[src/rtl/core/mgbm_pkg.sv]
`timescale 1ns / 1ps
// Shared widths, types and queue sizes for the modularity gain best-move block.
// Used by every module under rtl/core; no dependencies.
package mgbm_pkg;

	localparam int ID_W      = 24;
	localparam int DEG_W     = 24;
	localparam int TOT_W     = 28;
	localparam int WGT_W     = 24;
	localparam int GTW_W     = 28;
	// scores and products stay below 2^54 in magnitude
	localparam int SCORE_W   = 55;

	localparam int MID_DEPTH = 8;
	localparam int MID_AW    = $clog2(MID_DEPTH);
	localparam int MID_CW    = MID_AW + 1;

	localparam int OUT_DEPTH = 4;
	localparam int OUT_AW    = $clog2(OUT_DEPTH);
	localparam int OUT_CW    = OUT_AW + 1;

	typedef logic signed [SCORE_W-1:0] score_t;

	typedef struct packed {
		score_t            score;
		score_t            link_prod;
		score_t            base_term;
		logic              is_home;
		logic              last;
		logic [ID_W-1:0]   tag;
		logic [ID_W-1:0]   home;
		logic [ID_W-1:0]   target;
	} mgbm_entry_t;

	typedef struct packed {
		logic              empty;
		logic [MID_CW-1:0] count;
	} mgbm_qstat_t;

	typedef struct packed {
		logic [ID_W-1:0]   node;
		logic [ID_W-1:0]   cluster;
		logic              moved;
	} mgbm_result_t;

endpackage

[src/rtl/core/mgbm_queue.sv]
`timescale 1ns / 1ps
// Entry queue between the front pipeline and the back end.
// Depends on mgbm_pkg for the entry type and depth.
module mgbm_queue (
	input  logic                  clk,
	input  logic                  arst_n,
	input  logic                  push_valid,
	input  mgbm_pkg::mgbm_entry_t push_ent,
	input  logic                  pop,
	output mgbm_pkg::mgbm_entry_t head,
	output mgbm_pkg::mgbm_qstat_t stat
);
	import mgbm_pkg::*;

	mgbm_entry_t         mem_q [MID_DEPTH];
	logic [MID_AW-1:0]   wr_q, rd_q;
	logic [MID_CW-1:0]   cnt_q;
	logic                do_pop;

	assign do_pop     = pop && (cnt_q != '0);
	assign head       = mem_q[rd_q];
	assign stat.empty = cnt_q == '0;
	assign stat.count = cnt_q;

	always_ff @(posedge clk or negedge arst_n) begin
		if (!arst_n) begin
			wr_q  <= '0;
			rd_q  <= '0;
			cnt_q <= '0;
		end else begin
			if (push_valid) wr_q <= wr_q + 1'b1;
			if (do_pop) rd_q <= rd_q + 1'b1;
			if (push_valid && !do_pop) cnt_q <= cnt_q + 1'b1;
			else if (!push_valid && do_pop) cnt_q <= cnt_q - 1'b1;
		end
	end

	always_ff @(posedge clk) begin
		if (push_valid) mem_q[wr_q] <= push_ent;
	end

endmodule

[config.mk]
export PLATFORM = sky130hd
export DESIGN_NAME = mgbm_queue
export DESIGN_NICKNAME = d
export VERILOG_FILES = /design/src/rtl/core/mgbm_pkg.sv /design/src/rtl/core/mgbm_queue.sv
export SDC_FILE = /design/constraint.sdc
export NUM_CORES = 2
export LEC_CHECK = 0
export CORE_AREA = 4 4 497 499
export CTS_BUF_LIST = sky130_fd_sc_hd__clkbuf_16
export DETAILED_ROUTE_END_ITERATION = 16
export DIE_AREA = 0 0 501 503
export DONT_BUFFER_PORTS = 1
export GPL_TIMING_DRIVEN = 0
export MAX_ROUTING_LAYER = met4
export PLACE_DENSITY_LB_ADDON = 0.3
export SYNTH_ARGS = -nofsm -noshare
export SYNTH_HDL_FRONTEND = slang
export SYNTH_SLANG_ARGS = --single-unit
[constraint.sdc]
create_clock -name clk -period 18.3 [get_ports clk]
set_clock_uncertainty 0.05 [all_clocks]
set_input_delay 1.83 -clock clk [delete_from_list [all_inputs] [get_ports clk]]
set_output_delay 1.83 -clock clk [all_outputs]
set_load 0.02 [all_outputs]
Yosys cells after proc, flatten, opt, wreduce, memory -nomap -nowiden
Memory sizes are Yosys's and may differ from the RTL's.
Cells that the tools add are included.
{"block": "op_classes", "n_addsub": 4, "muxes": 4, "reduce_logical": 8}
{"cell": "4-bit 2-to-1 mux", "count": 2}
{"cell": "3-bit by 1-bit adder with 3-bit output, second input constant", "count": 2}
{"cell": "4-bit by 1-bit adder with 4-bit output, second input constant", "count": 1}
{"cell": "4-bit logical NOT", "count": 1}
{"cell": "4-bit nonzero test", "count": 1}
{"cell": "4-bit by 1-bit subtractor with 4-bit output, second input constant", "count": 1}
{"cell": "1-bit logical AND", "count": 3}
{"cell": "1-bit logical NOT", "count": 2}
{"cell": "1-bit 2-to-1 mux", "count": 2}
{"cell": "2-bit nonzero test", "count": 1}
{"block": "word_totals", "regBits": 10, "mem_bits_rw": 1912, "in_bits": 243, "output_inout_bits": 244, "word_cells": 20, "n_memories": 1}
{"name": "mem_q", "depth": 8, "word_bits": 239, "read_ports": 1, "rd_clocked_by_memory_dff": 0, "wr": 1, "line": "mgbm_queue.sv:15", "rtl": "mgbm_entry_t mem_q [MID_DEPTH];"}

Longest topological paths before layout
{"block": "logic_depth", "word_depth": 5, "depth_mapped": 7, "ltp_nobuf": 7}

Least setup slack after synthesis
Ideal clock, no wire load.
{"block": "synth_path", "kind": "input-to-reg", "start": "input port push_valid", "end": "memory mem_q[0][0] (netlist bit) (enable)", "setup_ns": 1.131, "arrival_time_ns": 18.003, "required_time_ns": 17.119, "path_slack_ns": -0.884, "cell_stages": 2, "path_buffers": 0, "cell_sequence": "nand2b_1 nor3_1"}
{"block": "synth_between", "elab_chain_cells": 2}
{"element": "start, declared", "line": "mgbm_queue.sv:7", "rtl": "input logic push_valid,"}
{"element": "1-bit 2-to-1 mux", "line": "mgbm_queue.sv:39", "rtl": "if (push_valid) mem_q[wr_q] <= push_ent;"}
{"element": "1-bit 2-to-1 mux (not written as such)", "line": "mgbm_queue.sv:39"}
{"element": "end, declared", "line": "mgbm_queue.sv:15"}
Every way passes these cells.

==> flow_summary.rst <==
.. list-table::
   :header-rows: 1

   * - Metric
     - Value
   * - Run status
     - finished clean
   * - Cell Int Power
     - 9.74 mW
   * - Total placed instance area
     - 78900 µm²
   * - Number of enable-type register cells in the synthesized netlist
     - 1912
   * - Vias in the first global route
     - 32700
   * - Half-perimeter wire length after placement
     - 122000 µm
   * - Leak
     - 26.5 nW
   * - Startpoint types
     - flip-flop
   * - Total clock buffers created by CTS
     - 207
   * - Register share of total power
     - 0.390
   * - Maximum number of pins on one net before global-route repair
     - 26
   * - Reg2reg setup slack
     - 15.09 ns
   * - Count of mapped cells out of synthesis
     - 2822
   * - Aggregate global routing overflow
     - 0
   * - FMAX
     - 169 MHz
   * - Overall power
     - 14.4 mW
   * - Arrival time worst endpoint
     - 4.04 ns
   * - Maximum fanout along the worst path
     - 10
   * - Xor-xnor portion of the synthesized cell area
     - 0.000726
   * - Crit Reg-Reg Startpoint
     - cnt_q[0]
   * - Synth top area cells
     - sky130_fd_sc_hd__edfxtp_1 (79%), sky130_fd_sc_hd__mux4_2 (15%), sky130_fd_sc_hd__mux2_2 (3.8%), sky130_fd_sc_hd__buf_6 (0.68%), sky130_fd_sc_hd__dfrtp_1 (0.35%)
   * - Layout filler cell count
     - 22000
   * - Core footprint
     - 243000 µm²
   * - Type of the worst setup path
     - flip-flop to primary output
   * - GRT Total Usage
     - 0.146
   * - Final-stage net count
     - 3398
   * - Routed wire length per instance
     - 27.6 µm
   * - Peak ir drop on the vdd network
     - 0.0940 mV
   * - Clock net sink count
     - 1922
   * - Pins over their slew limit
     - 0
   * - Insertion delay to the later sink of the worst-skew pair
     - 0.82 ns
   * - I/O pins
     - 487
   * - Number of distinct library cell variants in the gate-level netlist after synthesis
     - 28
   * - Initial core utilization
     - 0.298
   * - Final setup violation count
     - 0
   * - Hold Crit Class
     - flip-flop to flip-flop
   * - Clock transition at the registers of the reported paths
     - 0.06 ns
   * - Total die area
     - 252000 µm²
   * - Most common cell in the synthesized netlist
     - sky130_fd_sc_hd__edfxtp_1
   * - Post-detailed-route count of antenna-violating nets
     - 0
   * - Length in cells of the worst reg-to-reg path
     - 7
   * - Crit-path slowest cell
     - sky130_fd_sc_hd__buf_2
   * - Share of post-route cells with drive strength above 1
     - 0.359
   * - Main combinational cell family by area after synthesis
     - multiplexers
   * - Pwr per Cell Area
     - 169 nW/µm²
   * - Synthesized-area fraction occupied by ao, oa, aoi and oai cells
     - 0.000796
   * - Detailed-route vias per instance
     - 4.69
   * - Relative slew margins
     - 0.294
   * - Portion of the post-synthesis area used by sequential elements
     - 0.797
   * - Yosys reg bits
     - 1922
   * - Hold EP
     - wr_q[1]
   * - Most used cell along the critical path
     - sky130_fd_sc_hd__buf_2
   * - Root Buffer
     - sky130_fd_sc_hd__clkbuf_16
   * - Wire length of the first global-routing pass
     - 253000 µm
   * - Period utilisation layout
     - 0.324
   * - Slew at the pin closest to its max-slew limit
     - 1.06 ns
   * - Post-route design area
     - 85700 µm²
   * - Total detailed-routing wirelength
     - 180000 µm
   * - Deepest level of the CTS H-tree
     - 4
   * - Antenna violations before repair
     - 9
   * - Minimum setup slack in the final design
     - 12.38 ns
   * - Biggest area consumer among synthesized cells
     - sky130_fd_sc_hd__edfxtp_1
   * - First-pass iteration count of the detailed router
     - 5
   * - RSZ-0062 raised after global routing
     - no
   * - Fin Setup TNS
     - 0 ns
   * - Most instantiated flip-flop cell in the synthesis netlist
     - sky130_fd_sc_hd__edfxtp_1
   * - Worst stage delay on the critical path
     - 0.85 ns
   * - Via count of the routed design
     - 30600
   * - Std cell rows
     - 181
   * - Type of destination of the critical path
     - primary output
   * - Minimum setup slack after placement
     - 13.04 ns
   * - Layout overhead on the synthesized area
     - 18.5%
   * - Initial DRC count
     - 2381
   * - Required arrival time at the worst endpoint
     - 16.42 ns
   * - PortBufs
     - 0
   * - Post-Synthesis Mean Instance Area
     - 25.6 µm²
   * - Cell area after technology mapping
     - 72300 µm²
   * - Net Sw Frac
     - 0.326
   * - Mux cell area share after synthesis
     - 0.187
   * - Quantity of hold-fixing buffers added after cts
     - 0
   * - Hold violation total from the final report
     - 0
   * - Top-area cell type share of the netlist area
     - 0.794
   * - Net Count, Synth
     - 3071
   * - Number of synthesis warnings
     - 0
   * - Portion of total power attributed to the clock network
     - 0.285
   * - Final routed DRC violation total
     - 0
   * - Number of maximum-capacitance constraint violations
     - 0
   * - Startpoint of the tightest hold check path
     - wr_q[1]
   * - Hold Path Stages
     - 1
   * - TritonCTS clock tree
     - done
   * - Share of synthesized cell area in and, or, nand and nor gates
     - 0.00161
   * - Leading post-synthesis cells by instance count
     - sky130_fd_sc_hd__edfxtp_1 (1912), sky130_fd_sc_hd__mux4_2 (478), sky130_fd_sc_hd__mux2_2 (242)
   * - NetSw
     - 4.70 mW
   * - Last weighted congestion value of the routability-driven placer
     - 0.684
   * - Final period demand of the worst path
     - 5.92 ns
   * - Reg2Reg Capture Point
     - cnt_q[3]
   * - Die H
     - 503 µm
   * - Horizontal extent of the die
     - 501 µm
   * - Crit path cell chain
     - buf_2, buf_2, buf_1, mux4_2, mux2_2
   * - Maximum buffer depth of the clock tree
     - 3
   * - Synthesized-area fraction occupied by adder cells
     - 0.00114
   * - CTS-repair resized insts
     - 0
   * - Post-CTS repair timing setup buffer count
     - 0
   * - Logic pwr share
     - 0.325
   * - Share of synthesized registers carrying an async set or reset
     - 0.00520
critical path: cells and delay by family, from the launching register on:
kind     cells  cell delay (ns)
buf+inv      3             1.99
mux          2             0.80
flops        1             0.41
through the flow:
stage	utilization	hold WS, ns	std cells
global route	0.353	0.525	6526
CTS	0.353	0.510	6525
floorplan	-	0.471	2822
global placement	0.315	0.493	6024
finish	0.353	0.507	6528
detailed placement	0.325	0.496	6142
registers in the layout, indices dropped and copies added, names as in the netlist:
signal	flops
mem_q	1912
cnt_q	4
wr_q	3
rd_q	3
placed cells by master (no fill, tap or decap), types with 21 or more instances in the layout:
master	count
sky130_fd_sc_hd__mux2_2	242
sky130_fd_sc_hd__clkbuf_16	207
sky130_fd_sc_hd__clkinv_2	24
sky130_fd_sc_hd__buf_6	44
sky130_fd_sc_hd__edfxtp_1	1912
sky130_fd_sc_hd__mux4_2	478
sky130_fd_sc_hd__buf_12	69
sky130_fd_sc_hd__clkinv_1	48
sky130_fd_sc_hd__buf_16	29
sky130_fd_sc_hd__inv_1	51
sky130_fd_sc_hd__bufinv_16	21
sky130_fd_sc_hd__clkbuf_1	55
how the worst max path moves through the flow:
stage / cells after the start / end / startpoint
2_1_floorplan: 2 / mem_q[1][0] / push_valid
3_3_place_gp: 2 / mem_q[1][96] / push_valid
3_5_place_dp: 5 / head[193] / rd_q[1]
4_1_cts: 5 / head[193] / rd_q[1]
5_1_grt: 5 / head[193] / rd_q[1]
6_report: 5 / head[193] / rd_q[1]
cells by family (layout without fill, tap and decap cells):
group                      Yosys count  after routing
DFF                               1922           1922
muxes                              721            721
buffers and inverters              136            637
and+or+nand+nor                     24             24
AOI/OAI and AO/OA                    7              7
adders and majority gates            6              6
xor gates and xnor gates             6              6
other                                0              3
layout make-up:
| cell class | count | area, µm² | share of cell area |
|---|---|---|---|
| sequential | 1922 | 57700 | 0.673 |
| multi-input combinational | 764 | 13900 | 0.162 |
| clock buffer | 207 | 5180 | 0.0604 |
| tap | 3202 | 4010 | 0.0467 |
| timing repair buffer | 118 | 2480 | 0.0289 |
| clock inverter | 176 | 1620 | 0.0189 |
| buffer | 134 | 855 | 0.00997 |
| inverter | 2 | 7.51 | 0.0000876 |
| antenna | 3 | 7.51 | 0.0000876 |
power groups by stage:
stage / Clock [mW] / Combinational [mW] / Sequential (mW)
after floorplan: 0 / 3.16 / 5.94
after global placement: 0 / 4.60 / 6.30
after detailed placement: 0 / 4.89 / 5.73
after CTS: 4.24 / 4.90 / 5.64
after global routing: 4.43 / 5.02 / 5.68
final: 4.11 / 4.69 / 5.63
layer usage:
layer  routed length [µm]  global-route usage  up-vias
li1                     -                   -    12900
met1                73700               0.179    16600
met2                86900               0.231      857
met3                14800              0.0498      253
met4                 4810              0.0415        0
met5                    0                   -        -
Power figures use the tool's default switching activity.
