$ cat src/rtl/core/mgbm_pkg.sv
`timescale 1ns / 1ps
// Shared widths, types and queue sizes for the modularity gain best-move block.
// Used by every module under rtl/core; no dependencies.
package mgbm_pkg;

	localparam int ID_W      = 24;
	localparam int DEG_W     = 24;
	localparam int TOT_W     = 28;
	localparam int WGT_W     = 24;
	localparam int GTW_W     = 28;
	// scores and products stay below 2^54 in magnitude
	localparam int SCORE_W   = 55;

	localparam int MID_DEPTH = 8;
	localparam int MID_AW    = $clog2(MID_DEPTH);
	localparam int MID_CW    = MID_AW + 1;

	localparam int OUT_DEPTH = 4;
	localparam int OUT_AW    = $clog2(OUT_DEPTH);
	localparam int OUT_CW    = OUT_AW + 1;

	typedef logic signed [SCORE_W-1:0] score_t;

	typedef struct packed {
		score_t            score;
		score_t            link_prod;
		score_t            base_term;
		logic              is_home;
		logic              last;
		logic [ID_W-1:0]   tag;
		logic [ID_W-1:0]   home;
		logic [ID_W-1:0]   target;
	} mgbm_entry_t;

	typedef struct packed {
		logic              empty;
		logic [MID_CW-1:0] count;
	} mgbm_qstat_t;

	typedef struct packed {
		logic [ID_W-1:0]   node;
		logic [ID_W-1:0]   cluster;
		logic              moved;
	} mgbm_result_t;

endpackage

$ cat src/rtl/core/mgbm_back.sv
`timescale 1ns / 1ps
// Back end: running best score per node, final gain test, result queue.
// Depends on mgbm_pkg; drains the entry queue one beat per cycle, holding a last beat while the result queue is full.
module mgbm_back (
	input  logic                       clk,
	input  logic                       arst_n,
	input  mgbm_pkg::mgbm_qstat_t      qstat,
	input  mgbm_pkg::mgbm_entry_t      head,
	output logic                       qpop,
	output logic                       empty,
	input  logic                       pop,
	output logic [mgbm_pkg::ID_W-1:0]  result_node,
	output logic [mgbm_pkg::ID_W-1:0]  chosen_cluster,
	output logic                       moved
);
	import mgbm_pkg::*;

	logic                in_node_q;
	score_t              best_q, home_prod_q;
	logic [ID_W-1:0]     best_tgt_q;

	logic                first, take;
	score_t              nbest, nhp;
	logic [ID_W-1:0]     ntgt;

	logic                fin_v_s1;
	score_t              fin_best_s1, fin_base_s1;
	logic [ID_W-1:0]     fin_tag_s1, fin_home_s1, fin_tgt_s1;
	mgbm_result_t        res;

	mgbm_result_t        out_q [OUT_DEPTH];
	logic [OUT_AW-1:0]   owr_q, ord_q;
	logic [OUT_CW-1:0]   ocnt_q;
	logic                opop;

	assign qpop  = !qstat.empty
		&& (!head.last || ((OUT_CW+1)'(ocnt_q) + (OUT_CW+1)'(fin_v_s1)) < (OUT_CW+1)'(OUT_DEPTH));
	assign first = !in_node_q;
	assign take  = first || (head.score > best_q);
	assign nbest = take ? head.score : best_q;
	assign ntgt  = take ? head.target : best_tgt_q;
	assign nhp   = head.is_home ? head.link_prod : (first ? '0 : home_prod_q);

	always_ff @(posedge clk or negedge arst_n) begin
		if (!arst_n) begin
			in_node_q   <= 1'b0;
			best_q      <= '0;
			best_tgt_q  <= '0;
			home_prod_q <= '0;
			fin_v_s1    <= 1'b0;
		end else begin
			fin_v_s1 <= qpop && head.last;
			if (qpop) begin
				if (head.last) begin
					in_node_q   <= 1'b0;
					best_q      <= '0;
					best_tgt_q  <= '0;
					home_prod_q <= '0;
				end else begin
					in_node_q   <= 1'b1;
					best_q      <= nbest;
					best_tgt_q  <= ntgt;
					home_prod_q <= nhp;
				end
			end
		end
	end

	always_ff @(posedge clk) begin
		fin_best_s1 <= nbest;
		fin_base_s1 <= nhp - head.base_term;
		fin_tag_s1  <= head.tag;
		fin_home_s1 <= head.home;
		fin_tgt_s1  <= ntgt;
	end

	always_comb begin
		res.node    = fin_tag_s1;
		res.moved   = fin_best_s1 > fin_base_s1;
		res.cluster = res.moved ? fin_tgt_s1 : fin_home_s1;
	end

	assign opop  = pop && (ocnt_q != '0);
	assign empty = ocnt_q == '0;
	assign result_node    = out_q[ord_q].node;
	assign chosen_cluster = out_q[ord_q].cluster;
	assign moved          = out_q[ord_q].moved;

	always_ff @(posedge clk or negedge arst_n) begin
		if (!arst_n) begin
			owr_q  <= '0;
			ord_q  <= '0;
			ocnt_q <= '0;
		end else begin
			if (fin_v_s1) owr_q <= owr_q + 1'b1;
			if (opop) ord_q <= ord_q + 1'b1;
			if (fin_v_s1 && !opop) ocnt_q <= ocnt_q + 1'b1;
			else if (!fin_v_s1 && opop) ocnt_q <= ocnt_q - 1'b1;
		end
	end

	always_ff @(posedge clk) begin
		if (fin_v_s1) out_q[owr_q] <= res;
	end

endmodule

$ cat config.mk
export PLATFORM = sky130hd
export DESIGN_NAME = mgbm_back
export DESIGN_NICKNAME = d
export VERILOG_FILES = /design/src/rtl/core/mgbm_pkg.sv /design/src/rtl/core/mgbm_back.sv
export SDC_FILE = /design/constraint.sdc
export NUM_CORES = 1
export LEC_CHECK = 0
export ABC_AREA = 1
export CAP_MARGIN = 10
export CORE_ASPECT_RATIO = 0.9
export CORE_MARGIN = 2
export CORE_UTILIZATION = 60
export CTS_BUF_LIST = sky130_fd_sc_hd__clkbuf_8
export DETAILED_ROUTE_END_ITERATION = 6
export DONT_BUFFER_PORTS = 1
export GPL_TIMING_DRIVEN = 0
export PLACE_DENSITY_LB_ADDON = 0.25
export SETUP_SLACK_MARGIN = 0.2
export SYNTH_ARGS = -nofsm -noshare
export SYNTH_HDL_FRONTEND = slang
export SYNTH_SLANG_ARGS = --single-unit
$ cat constraint.sdc
create_clock -name clk -period 4.11 [get_ports clk]
set_input_delay 0.6165 -clock clk [delete_from_list [all_inputs] [get_ports clk]]
set_output_delay 0.6165 -clock clk [all_outputs]
set_load 0.01 [all_outputs]
# == Word level (Yosys, flattened, before mapping) ==
# Memories as Yosys holds them, arrays and structs flattened.
# Index checks and enable logic that the tools add are counted.
# totals
out_inout_bits,51
ramBits,196
n_memories,1
elab_cells,51
register_bits,325
# classes
magnitude_cmp,3
muxes,13
n_reduce_logical,15
n_addsub,6
# mem_list
memory,words,width,read_ports,rd_ports_with_merged_regs,write_ports,line_no,source
out_q,4,49,1,0,1,mgbm_back.sv:31,mgbm_result_t out_q [OUT_DEPTH];
# ops
cell,n
$mux 55,5
$gt 55x55->1,2
$mux 24,3
$sub 55x55->55,1
$mux 3,2
$logic_and 1x1->1,5
$logic_not 1->1,5
$add 2x1->2 const B,2
$add 3x1->4,1
$lt 4x3->1 const B,1
$add 3x1->3 const B,1
$logic_not 3->1,1
$mux 1,3
$reduce_bool 3->1,1
$sub 3x1->3 const B,1
$logic_or 1x1->1,2
$reduce_bool 2->1,1

# == Logic depth before layout (Yosys ltp) ==
# Gate-level depths: netlist of run 1.
# depth
depth_word,5
mapped_depth,20

# == Worst setup path after synthesis of run 1 ==
# Ideal clock, no wire load.
# synth_timing
kind,register to register
startpoint,reg in_node_q
endpoint,reg fin_base_s1[43]
t_required_ns,3.989
synth_period_minus_slack_ns,3.031
setup_time_ns,0.121
path_buffers,2
path_stages_with_launch,19
t_arrival_ns,2.910
slack_ns,1.079
cell_sequence,dfrtp_1 > clkbuf_1 > inv_1 > nor2_1 > clkbuf_1 > a21boi_0 > inv_1 > ha_1 > a21oi_1 > nand2_1 > nand2_1 > nand3_1 > nand2_1 > nand2_1 > a21oi_1 > o21ai_0 > nand2_1 > nand2_1 > xor2_1
# synth_via
elab_chain_len,3
# synth_rtl
item,line_no,source
"start, declared",mgbm_back.sv:18,logic in_node_q;
"start signal, assigned",mgbm_back.sv:46,in_node_q <= 1'b0;
"start signal, assigned",mgbm_back.sv:55,in_node_q <= 1'b0;
"start signal, assigned",mgbm_back.sv:60,in_node_q <= 1'b1;
$mux 55 (2 in series),mgbm_back.sv:42,assign nhp = head.is_home ? head.link_prod : (first ? '0 : home_prod_q);
$sub 55x55->55,mgbm_back.sv:71,fin_base_s1 <= nhp - head.base_term;
"end signal, assigned",mgbm_back.sv:71,
"end, declared",mgbm_back.sv:27,"score_t fin_best_s1, fin_base_s1;"
# No other way between the ends.
# A chain may end at the register's enable or synchronous reset.

# == Final worst setup path of run 1 ==
# layout_timing
startpoint,reg ord_q[0]
endpoint,out result_node[14] in the netlist's numbering
# layout_via
elab_chain_len,1
# layout_rtl
item,line_no,source
"start, declared",mgbm_back.sv:32,"logic [OUT_AW-1:0] owr_q, ord_q;"
"start signal, assigned",mgbm_back.sv:96,if (opop) ord_q <= ord_q + 1'b1;
$mem_v2 4x49,--,
"end, declared",mgbm_back.sv:12,"output logic [mgbm_pkg::ID_W-1:0] result_node,"
# No other way between the ends.

==> results of run 1 <==
==> layout by cell type (no fill, tap or decap), drive strengths merged, types with 42 or more instances in the layout <==
cell,instances
nand2,645
inv,498
nor2,230
nand3,220
o21ai,219
edfxtp,196
dfxtp,182
clkbuf,173
ha,169
dfrtp,143
a21oi,115
and2,79
a21boi,56
o22ai,49
dlygate4sd3,49
xor2,42
==> critical path, cell delays in order, from the launching register on <==
cell	delay [ns]
dfrtp_1	0.36
clkbuf_1	0.26
inv_2	0.25
clkbuf_1	0.44
clkbuf_1	0.52
nor2_1	0.08
o22ai_1	0.39
==> worst paths after layout <==
kind | end | slack [ns] | cells after the start
worst max-delay path | result_node[14] | 0.52 | 6
worst min-delay path | fin_v_s1 | 0.07 | 2
worst max register to register | fin_base_s1[47] | 0.52 | 16
worst min register to register | out_q[2][40] | 0.47 | 0
max in group asynchronous | home_prod_q[43] | 2.77 | 2
min in group asynchronous | ord_q[0] | 0.57 | 2
==> cells by family (layout without fill, tap and decap cells) <==
| kind of cell | count (synthesis) | count (layout) | synth area share |
|---|---|---|---|
| DFF | 521 | 521 | 0.506 |
| AOI/OAI and AO/OA | 486 | 486 | 0.106 |
| xor gates and xnor gates | 56 | 56 | 0.0189 |
| other | 0 | 2 | 0 |
| buffers and inverters | 566 | 779 | 0.0839 |
| and+or+nand+nor | 1229 | 1229 | 0.203 |
| adders and majority gates | 171 | 171 | 0.0831 |
==> state kept, by name (all words and copies together), names as in the netlist <==
name / flops
best_q: 55
best_tgt_q: 24
fin_base_s1: 55
fin_best_s1: 55
fin_home_s1: 24
fin_tag_s1: 24
fin_tgt_s1: 24
fin_v_s1: 1
home_prod_q: 55
in_node_q: 1
ocnt_q: 3
ord_q: 2
out_q: 196
owr_q: 2
==> power by group <==
group	switching [µW]	internal (µW)	leakage, µW
Sequential	558	7110	0.00519
Combinational	5310	2560	0.00765
Clock	2120	2420	0.00101
Total	7980	12100	0.0138
==> stage by stage <==
step	cells	cell area [µm²]	setup slack, ns	total power [µW]
floorplan	3029	25900	1.08	13200
global placement	3584	26600	-0.594	15000
detailed placement	3588	26700	-0.696	15400
CTS	3796	29000	0.227	20100
global route	3798	29000	0.209	21500
finish	3799	29000	0.516	20100
==> area by class of cell <==
type	instances	area [µm²]	area share
diodes	2	5.00	0.000173
flip-flops and latches	521	13100	0.452
plain buffers	102	440	0.0152
clock inverters	62	414	0.0143
well taps	555	694	0.0239
inverters	464	1740	0.0600
repair buffers	55	606	0.0209
multi-input cells	1942	10700	0.368
clock buffers	96	1320	0.0455
==> what timing repair did <==
action,4_1_cts,5_1_grt
gates resized for setup,5,18
buffers inserted,0,1
hold buffers,50,0
endpoints found under the hold margin,191,0
pin swaps,0,1
cloned,0,0
endpoints found under the setup margin,44,21
==> metal layers <==
metal,vias to the layer above,share of wire,global-route usage
met4,6,0.045,0.134
met1,9565,0.41,0.370
met2,740,0.48,0.508
li1,10200,-,-
met3,186,0.067,0.0675
met5,-,0.00061,0
==> flow_summary.toml, run 1 <==
[sta]
finalHoldViolCount = 0
rsz0062_at_grt = "false"
setup_viol = 0
finalClockSkew_ns = 0.0370
period_minus_slack_ns = 3.59
slew_viol_final = 0
slew_headroom = 0.149
max_freq_mhz = 278
fin_setup_tns_ns = 0
fin_crit_sh = 0.875
worst_slew_pin_slew_ns = 1.27
holdWs_ns = 0.0653

[cts]
htree_levels = 3
cts_buffers = 84
clockRootBuffer = "clkbuf_8"
clock_sinks = 521
cts.reportedPaths.clkPinSlew_ns = 0.06
clock_path_buffers = 3
tritoncts = "done"
clk_latency_ns = 0.70

[outcome]
status = "finished, final reports clean"

[synth]
ys_warn_count = 0
synth_enable_flop_cells = 196
avgSynthCellArea_um2 = 8.56
synthCells = 3029
ys.flop_type = "edfxtp_1"
ys_seq_area_frac = 0.506
async_flop_share = 0.274
ys_ff_latch = 521
yosysTopAreaCellShare = 0.227
synth_area_leaders = "edfxtp_1 23%, dfxtp_1 14%, dfrtp_1 14%"
ys_types = 42
synth_fp_nets = 3447
yosysMostFrequentCell = "nand2_1"
yosys.area.top_type = "edfxtp_1"
synth_area_mm2 = 0.0259
synthTopCellsByCount = "634 x nand2_1, 463 x inv_1, 229 x nor2_1"

[global_routing]
gr-total-overflow = 0
track_usage = 0.301
grt_pass1_wl_um = 106000
antenna_found_initial = 5
grt_pass1_vias = 20700
grt_max_degree = 144

[floorplanning]
dieArea_mm2 = 0.0449
rows = 72
dieWidth_um = 223
core_area_mm2 = 0.0428
io_pins = 298
start_util = 0.606
die_h_um = 201

[layout]
fillers = 3425
num-nets-final = 3588
drive_above_1_share = 0.0574
final_util = 0.678
area_growth_pct = 11.9

[setup_path]
worst-setup-path-type = "reg -> out"
critical_path_arrival_ns = 2.98
rr_startpoint = "in_node_q"
crit_path_start = "ord_q[0]"
end_kind = "output pin"
worstPathMaxFanout = 10
crit_required_ns = 3.49
crit_path_start_kind = "flip-flop"

[min_path]
hold_class = "in -> reg"
hold_start = "head[72]"

[placed_design]
post-dp-hpwl_um = 48700
io_buffers = 0
place.gp.congestion = 0.973

[route]
dr.pass1.iters = 5
ant_nets = 0
route.vias.total = 20700
drtIter0Drc = 1470
drt_wl_total_um = 67000
viasPerCell = 5.45
wl_per_cell_um = 17.6
drc_errors = 0

[pwr]
p_per_area_mw_per_mm2 = 692
peakVddDrop_uv = 295
cellLeakagePower_uw = 0.0138

[flow_run]
drv_cap = 0
Note: power is estimated with default switching activity, not from simulation.
==> inputs of run 2 (changes only) <==
==> constraint.sdc (replaced) <==
create_clock -name clk -period 4.6 [get_ports clk]
set_input_delay 0.69 -clock clk [delete_from_list [all_inputs] [get_ports clk]]
set_output_delay 0.69 -clock clk [all_outputs]
set_load 0.01 [all_outputs]
==> flow_summary.toml, run 2 (synthesis results as in run 1) <==
[outcome]
status = "finished, violations left"
violations = "negative hold slack"

[sta]
holdWs_ns = -0.0400
timing.final.ws_setup_ns = 0.629
period_minus_slack_ns = 3.97
fin_setup_tns_ns = 0
max_freq_mhz = 252
finalHoldViolCount = 29
worst_slew_pin_slew_ns = 1.25
finalClockSkew_ns = 0.0366
slew_headroom = 0.163
slew_viol_final = 0
setup_viol = 0
rsz0062_at_grt = "false"
fin_crit_sh = 0.863

[layout]
layout_commonest_cell = "nand2_1"
num-nets-final = 3586
drive_above_1_share = 0.0537
fin_area_mm2 = 0.0290
regMostFlops = "out_q"
area_growth_pct = 11.7
largest_reg_flops = 196
final_cell_mix = "634 x nand2_1, 489 x inv_1, 228 x nor2_1"

[setup_path]
max_stage_delay_ns = 0.56
crit_buf_inv = 4
worstPathMaxFanout = 10
crit_required_ns = 5.17
end_kind = "flip-flop"
crit_family = "compound AO/OA/AOI/OAI gates"
crit_path_start_kind = "flip-flop"
rr_startpoint = "in_node_q"
worst-setup-path-type = "reg -> reg"
r2r_cells = 16
critical_path_arrival_ns = 4.54
crit_chain = "clkbuf_2, inv_1, nor2_4, clkbuf_1, a21boi_0, inv_1, ha_1, a21oi_1, nand2_1, nand3_1, nand2_1, nand2_1, nand2_1, a21boi_0, o211ai_1, xor2_1"
r2r_slack_ns = 0.63
timing.rr.end = "fin_base_s1[50]"
crit_path_frequent_cell = "nand2_1"
slowest_stage = "a21boi_0"

[cts]
clockRootBuffer = "clkbuf_8"
htree_levels = 3
clock_path_buffers = 3
cts_buffers = 84
cts.reportedPaths.clkPinSlew_ns = 0.07
clock_sinks = 521
clk_latency_ns = 0.70
postCtsSetupBuffers = 0
tritoncts = "done"

[global_routing]
antenna_found_initial = 5
grt_pass1_vias = 20700
gr-total-overflow = 0
grt_pass1_wl_um = 106000
track_usage = 0.300
grt_max_degree = 144

[min_path]
hold_class = "in -> async"

[placed_design]
place.gp.congestion = 0.973
dpl_worst_slack_ns = -0.206
post-dp-hpwl_um = 48700
io_buffers = 0
place_area_mm2 = 0.0267

[floorplanning]
dieWidth_um = 223
core_area_mm2 = 0.0428
dieArea_mm2 = 0.0449
io_pins = 298
start_util = 0.606
rows = 72
die_h_um = 201

[pwr]
switching_share = 0.398
p_clk_frac = 0.227
p_switching_uw = 7130
cellLeakagePower_uw = 0.0138
p_per_area_mw_per_mm2 = 619
combPwrFrac = 0.391
p_seq_frac = 0.382
intPower_uw = 10800
peakVddDrop_uv = 263

[route]
route.vias.total = 20700
drc_errors = 0
drtIter0Drc = 1476
drt_wl_total_um = 66900
wl_per_cell_um = 17.6
dr.pass1.iters = 5
ant_nets = 0
viasPerCell = 5.45

[flow_run]
drv_cap = 0
## run 2: cell types whose count changed in the layout (fill, tap and decap cells not counted), moves of 2 or more
cell / change
clkbuf_1: +5
a21oi_2: -3
buf_2: -2
clkbuf_2: -3
a21oi_1: +4
## run 2: per-layer routing
metal	vias up	GRT usage	part of all wire
met5	-	0	0.00061
met4	6	0.134	0.044
met3	182	0.0675	0.067
met2	720	0.507	0.48
met1	9580	0.370	0.41
li1	10200	-	-
## run 2: timing repair
action / in CTS / in global routing
resized for setup: 2 / 2
hold buffers: 49 / 0
gates cloned: 0 / 0
endpoints found under the setup margin: 25 / 19
endpoints found under the hold margin: 191 / 0
## run 2: how the worst max path moves through the flow
stage                          from              end  slack (ns)  cells after the start
after floorplan            head[73]  fin_base_s1[26]        1.51                     15
after global placement    in_node_q  fin_base_s1[50]       -0.10                     16
after detailed placement  in_node_q  fin_base_s1[50]       -0.21                     16
after CTS                 in_node_q  fin_base_s1[50]        0.22                     16
after global routing      in_node_q  fin_base_s1[45]        0.22                     17
final                     in_node_q  fin_base_s1[50]        0.63                     16
## run 2: metrics by stage
step	utilization	cells	total power, µW
3_3_place_gp	0.622	3584	13400
4_1_cts	0.677	3795	17900
2_1_floorplan	-	3029	11800
6_report	0.677	3797	17900
3_5_place_dp	0.624	3588	13700
5_1_grt	0.677	3796	19200
## run 2: final cells by class
class / instances / area, µm²
clock buffer: 96 / 1320
clock inverter: 62 / 414
timing repair buffer: 53 / 588
sequential: 521 / 13100
multi-input combinational: 1942 / 10600
fill: 3418 / 13800
antenna: 2 / 5.00
buffer: 102 / 434
inverter: 464 / 1740
tap: 555 / 694
## run 2: power by group through the flow
stage	logic, µW	registers, µW	clock network, µW
2_1_floorplan	4990	6760	0
3_3_place_gp	6520	6890	0
3_5_place_dp	6820	6910	0
4_1_cts	6950	6840	4120
5_1_grt	7910	6960	4360
6_report	7010	6850	4060
==> inputs of run 3 (changes only) <==
--- a/config.mk
+++ b/config.mk
@@ -5,7 +5,7 @@
 export SDC_FILE = /design/constraint.sdc
 export NUM_CORES = 1
 export LEC_CHECK = 0
-export ABC_AREA = 1
+export ABC_AREA = 0
 export CAP_MARGIN = 10
 export CORE_ASPECT_RATIO = 0.9
 export CORE_MARGIN = 2
==> flow_summary.toml, run 3 <==
[outcome]
status = "finished, violations left"
violations = "negative hold slack"

[synth]
ys.flop_type = "edfxtp_1"
yosysTopAreaCellShare = 0.242
ys_types = 82
ys_warn_count = 0
synth_enable_flop_cells = 196
yosysMostFrequentCell = "inv_1"
ys_seq_area_frac = 0.540
avgSynthCellArea_um2 = 11.5
synth_area_leaders = "edfxtp_1 24%, dfxtp_1 15%, dfrtp_1 15%"
synthTopCellsByCount = "212 x inv_1, 201 x nand2_1, 196 x edfxtp_1"
async_flop_share = 0.274
synth_fp_nets = 2523
synthCells = 2105
ys_ff_latch = 521
synth_area_mm2 = 0.0243
yosys.area.top_type = "edfxtp_1"

[global_routing]
antenna_found_initial = 2
grt_max_degree = 144
gr-total-overflow = 0
track_usage = 0.296
grt_pass1_vias = 16900
grt_pass1_wl_um = 96100

[floorplanning]
io_pins = 298
start_util = 0.612
core_area_mm2 = 0.0397
die_h_um = 195
dieWidth_um = 216
dieArea_mm2 = 0.0421
rows = 69

[setup_path]
critical_path_arrival_ns = 4.61
crit_buf_inv = 2
crit_path_start_kind = "flip-flop"
crit_path_frequent_cell = "a21o_1"
crit_chain = "inv_1, ha_1, a21o_1, a21o_1, a21oi_1, o211ai_1, a221oi_1, o21ai_0, a21oi_2, mux2i_4, buf_4, mux2_1"
worst-setup-path-type = "reg -> reg"
end_kind = "flip-flop"
crit_required_ns = 5.00
crit_family = "compound AO/OA/AOI/OAI gates"
slowest_stage = "a221oi_1"
max_stage_delay_ns = 0.67
worstPathMaxFanout = 13

[layout]
area_growth_pct = 12.4
regMostFlops = "out_q"
largest_reg_flops = 196
num-nets-final = 2650
diodes = 0
final_cell_mix = "244 x inv_1, 201 x nand2_1, 196 x edfxtp_1"
drive_above_1_share = 0.117
register_area_mm2 = 0.0131
layout_commonest_cell = "inv_1"
fillers = 2869
multiInputGateArea_mm2 = 0.00998
fin_area_mm2 = 0.0273

[route]
routed.top_layer = "met5"
drtIter0Drc = 1462
wl_met2_um = 27500
wl_met1_um = 27200
wl_per_cell_um = 21.8
ant_nets = 0
drt_wl_total_um = 61800
route.met3.wl_um = 5090
viasPerCell = 5.96
drc_errors = 0
dr.pass1.iters = 5
route.vias.total = 16900

[placed_design]
post-dp-hpwl_um = 43600
io_buffers = 0
dpl_worst_slack_ns = -0.445
place.gp.congestion = 0.900
place_area_mm2 = 0.0250

[sta]
fin_setup_tns_ns = 0
timing.final.ws_setup_ns = 0.384
slew_headroom = 0.183
period_minus_slack_ns = 4.22
worst_slew_pin_slew_ns = 1.23
slew_viol_final = 0
fin_crit_sh = 0.916
setup_viol = 0
finalHoldViolCount = 34
max_freq_mhz = 237
rsz0062_at_grt = "true"
holdWs_ns = -0.0257
finalClockSkew_ns = 0.0360

[pwr]
cellLeakagePower_uw = 0.0118
p_per_area_mw_per_mm2 = 621
peakVddDrop_uv = 380

[cts]
cts_buffers = 84
tritoncts = "done"
clockRootBuffer = "clkbuf_8"
htree_levels = 3
clock_sinks = 521
cts.reportedPaths.clkPinSlew_ns = 0.06
clk_latency_ns = 0.67
clock_path_buffers = 3

[min_path]
hold_class = "in -> async"

[flow_run]
drv_cap = 0
[run 3: cell count changes after synthesis, sizes merged, moves of 42 or more]
cell    delta
nand2b    +60
inv      -251
o22ai     -47
mux4      +49
a22o     +107
nor2     -195
a21o      +53
a21boi    -54
nand3    -203
o21ai     -42
nand2    -444
and2      -74
[run 3: routing by layer]
metal / track usage / up-vias
met5: 0 / -
met4: 0.108 / 4
met3: 0.0773 / 129
met2: 0.445 / 633
met1: 0.416 / 8257
li1: - / 7887
[run 3: logic make-up after synthesis]
| kind of cell | Yosys count | share of synthesized area |
|---|---|---|
| flip-flops | 521 | 0.540 |
| XOR/XNOR | 56 | 0.0202 |
| AO/OA/AOI/OAI | 533 | 0.151 |
| AND/OR/NAND/NOR | 434 | 0.0908 |
| buffers and inverters | 313 | 0.0507 |
| adder cells (fa/ha/maj) | 171 | 0.0887 |
| multiplexers | 77 | 0.0585 |
[run 3: repair_timing]
item,4_1_cts,5_1_grt
setup buffers,0,0
resized for setup,7,12
setup endpoints to repair,43,30
hold buffers,37,0
hold endpoints to repair,179,0
pin swaps,0,1
[run 3: layout make-up]
cell class	instances	area share
multi-input cells	1271	0.366
well taps	532	0.0244
repair buffers	41	0.0171
clock buffers	95	0.0479
clock inverters	63	0.0190
plain buffers	100	0.0163
flip-flops and latches	521	0.480
inverters	213	0.0293
[run 3: path summary, 6_finish.rpt]
kind | startpoint | end | slack [ns] | cells after the start
worst max-delay path | fin_base_s1[32] | out_q[3][19] | 0.38 | 12
worst min-delay path | arst_n | home_prod_q[26] | -0.03 | 1
worst max register to register | fin_base_s1[32] | out_q[3][19] | 0.38 | 12
worst min register to register | fin_tag_s1[7] | out_q[1][32] | 0.46 | 0
max in group asynchronous | arst_n | in_node_q | 3.86 | 1
min in group clk | head[67] | fin_tag_s1[19] | 0.07 | 0
[run 3: per-stage QoR]
stage / total power [µW] / instances / util
3_5_place_dp: 12500 / 2641 / 0.630
4_1_cts: 17000 / 2836 / 0.687
2_1_floorplan: 10900 / 2105 / -
6_report: 17000 / 2836 / 0.687
5_1_grt: 17900 / 2836 / 0.687
3_3_place_gp: 12300 / 2637 / 0.628
[run 3: report_power, final]
group	total [µW]	internal, µW	switching [µW]
sequential	6760	6220	538
clock	4300	2380	1930
combinational	5890	2350	3550
total	17000	10900	6010
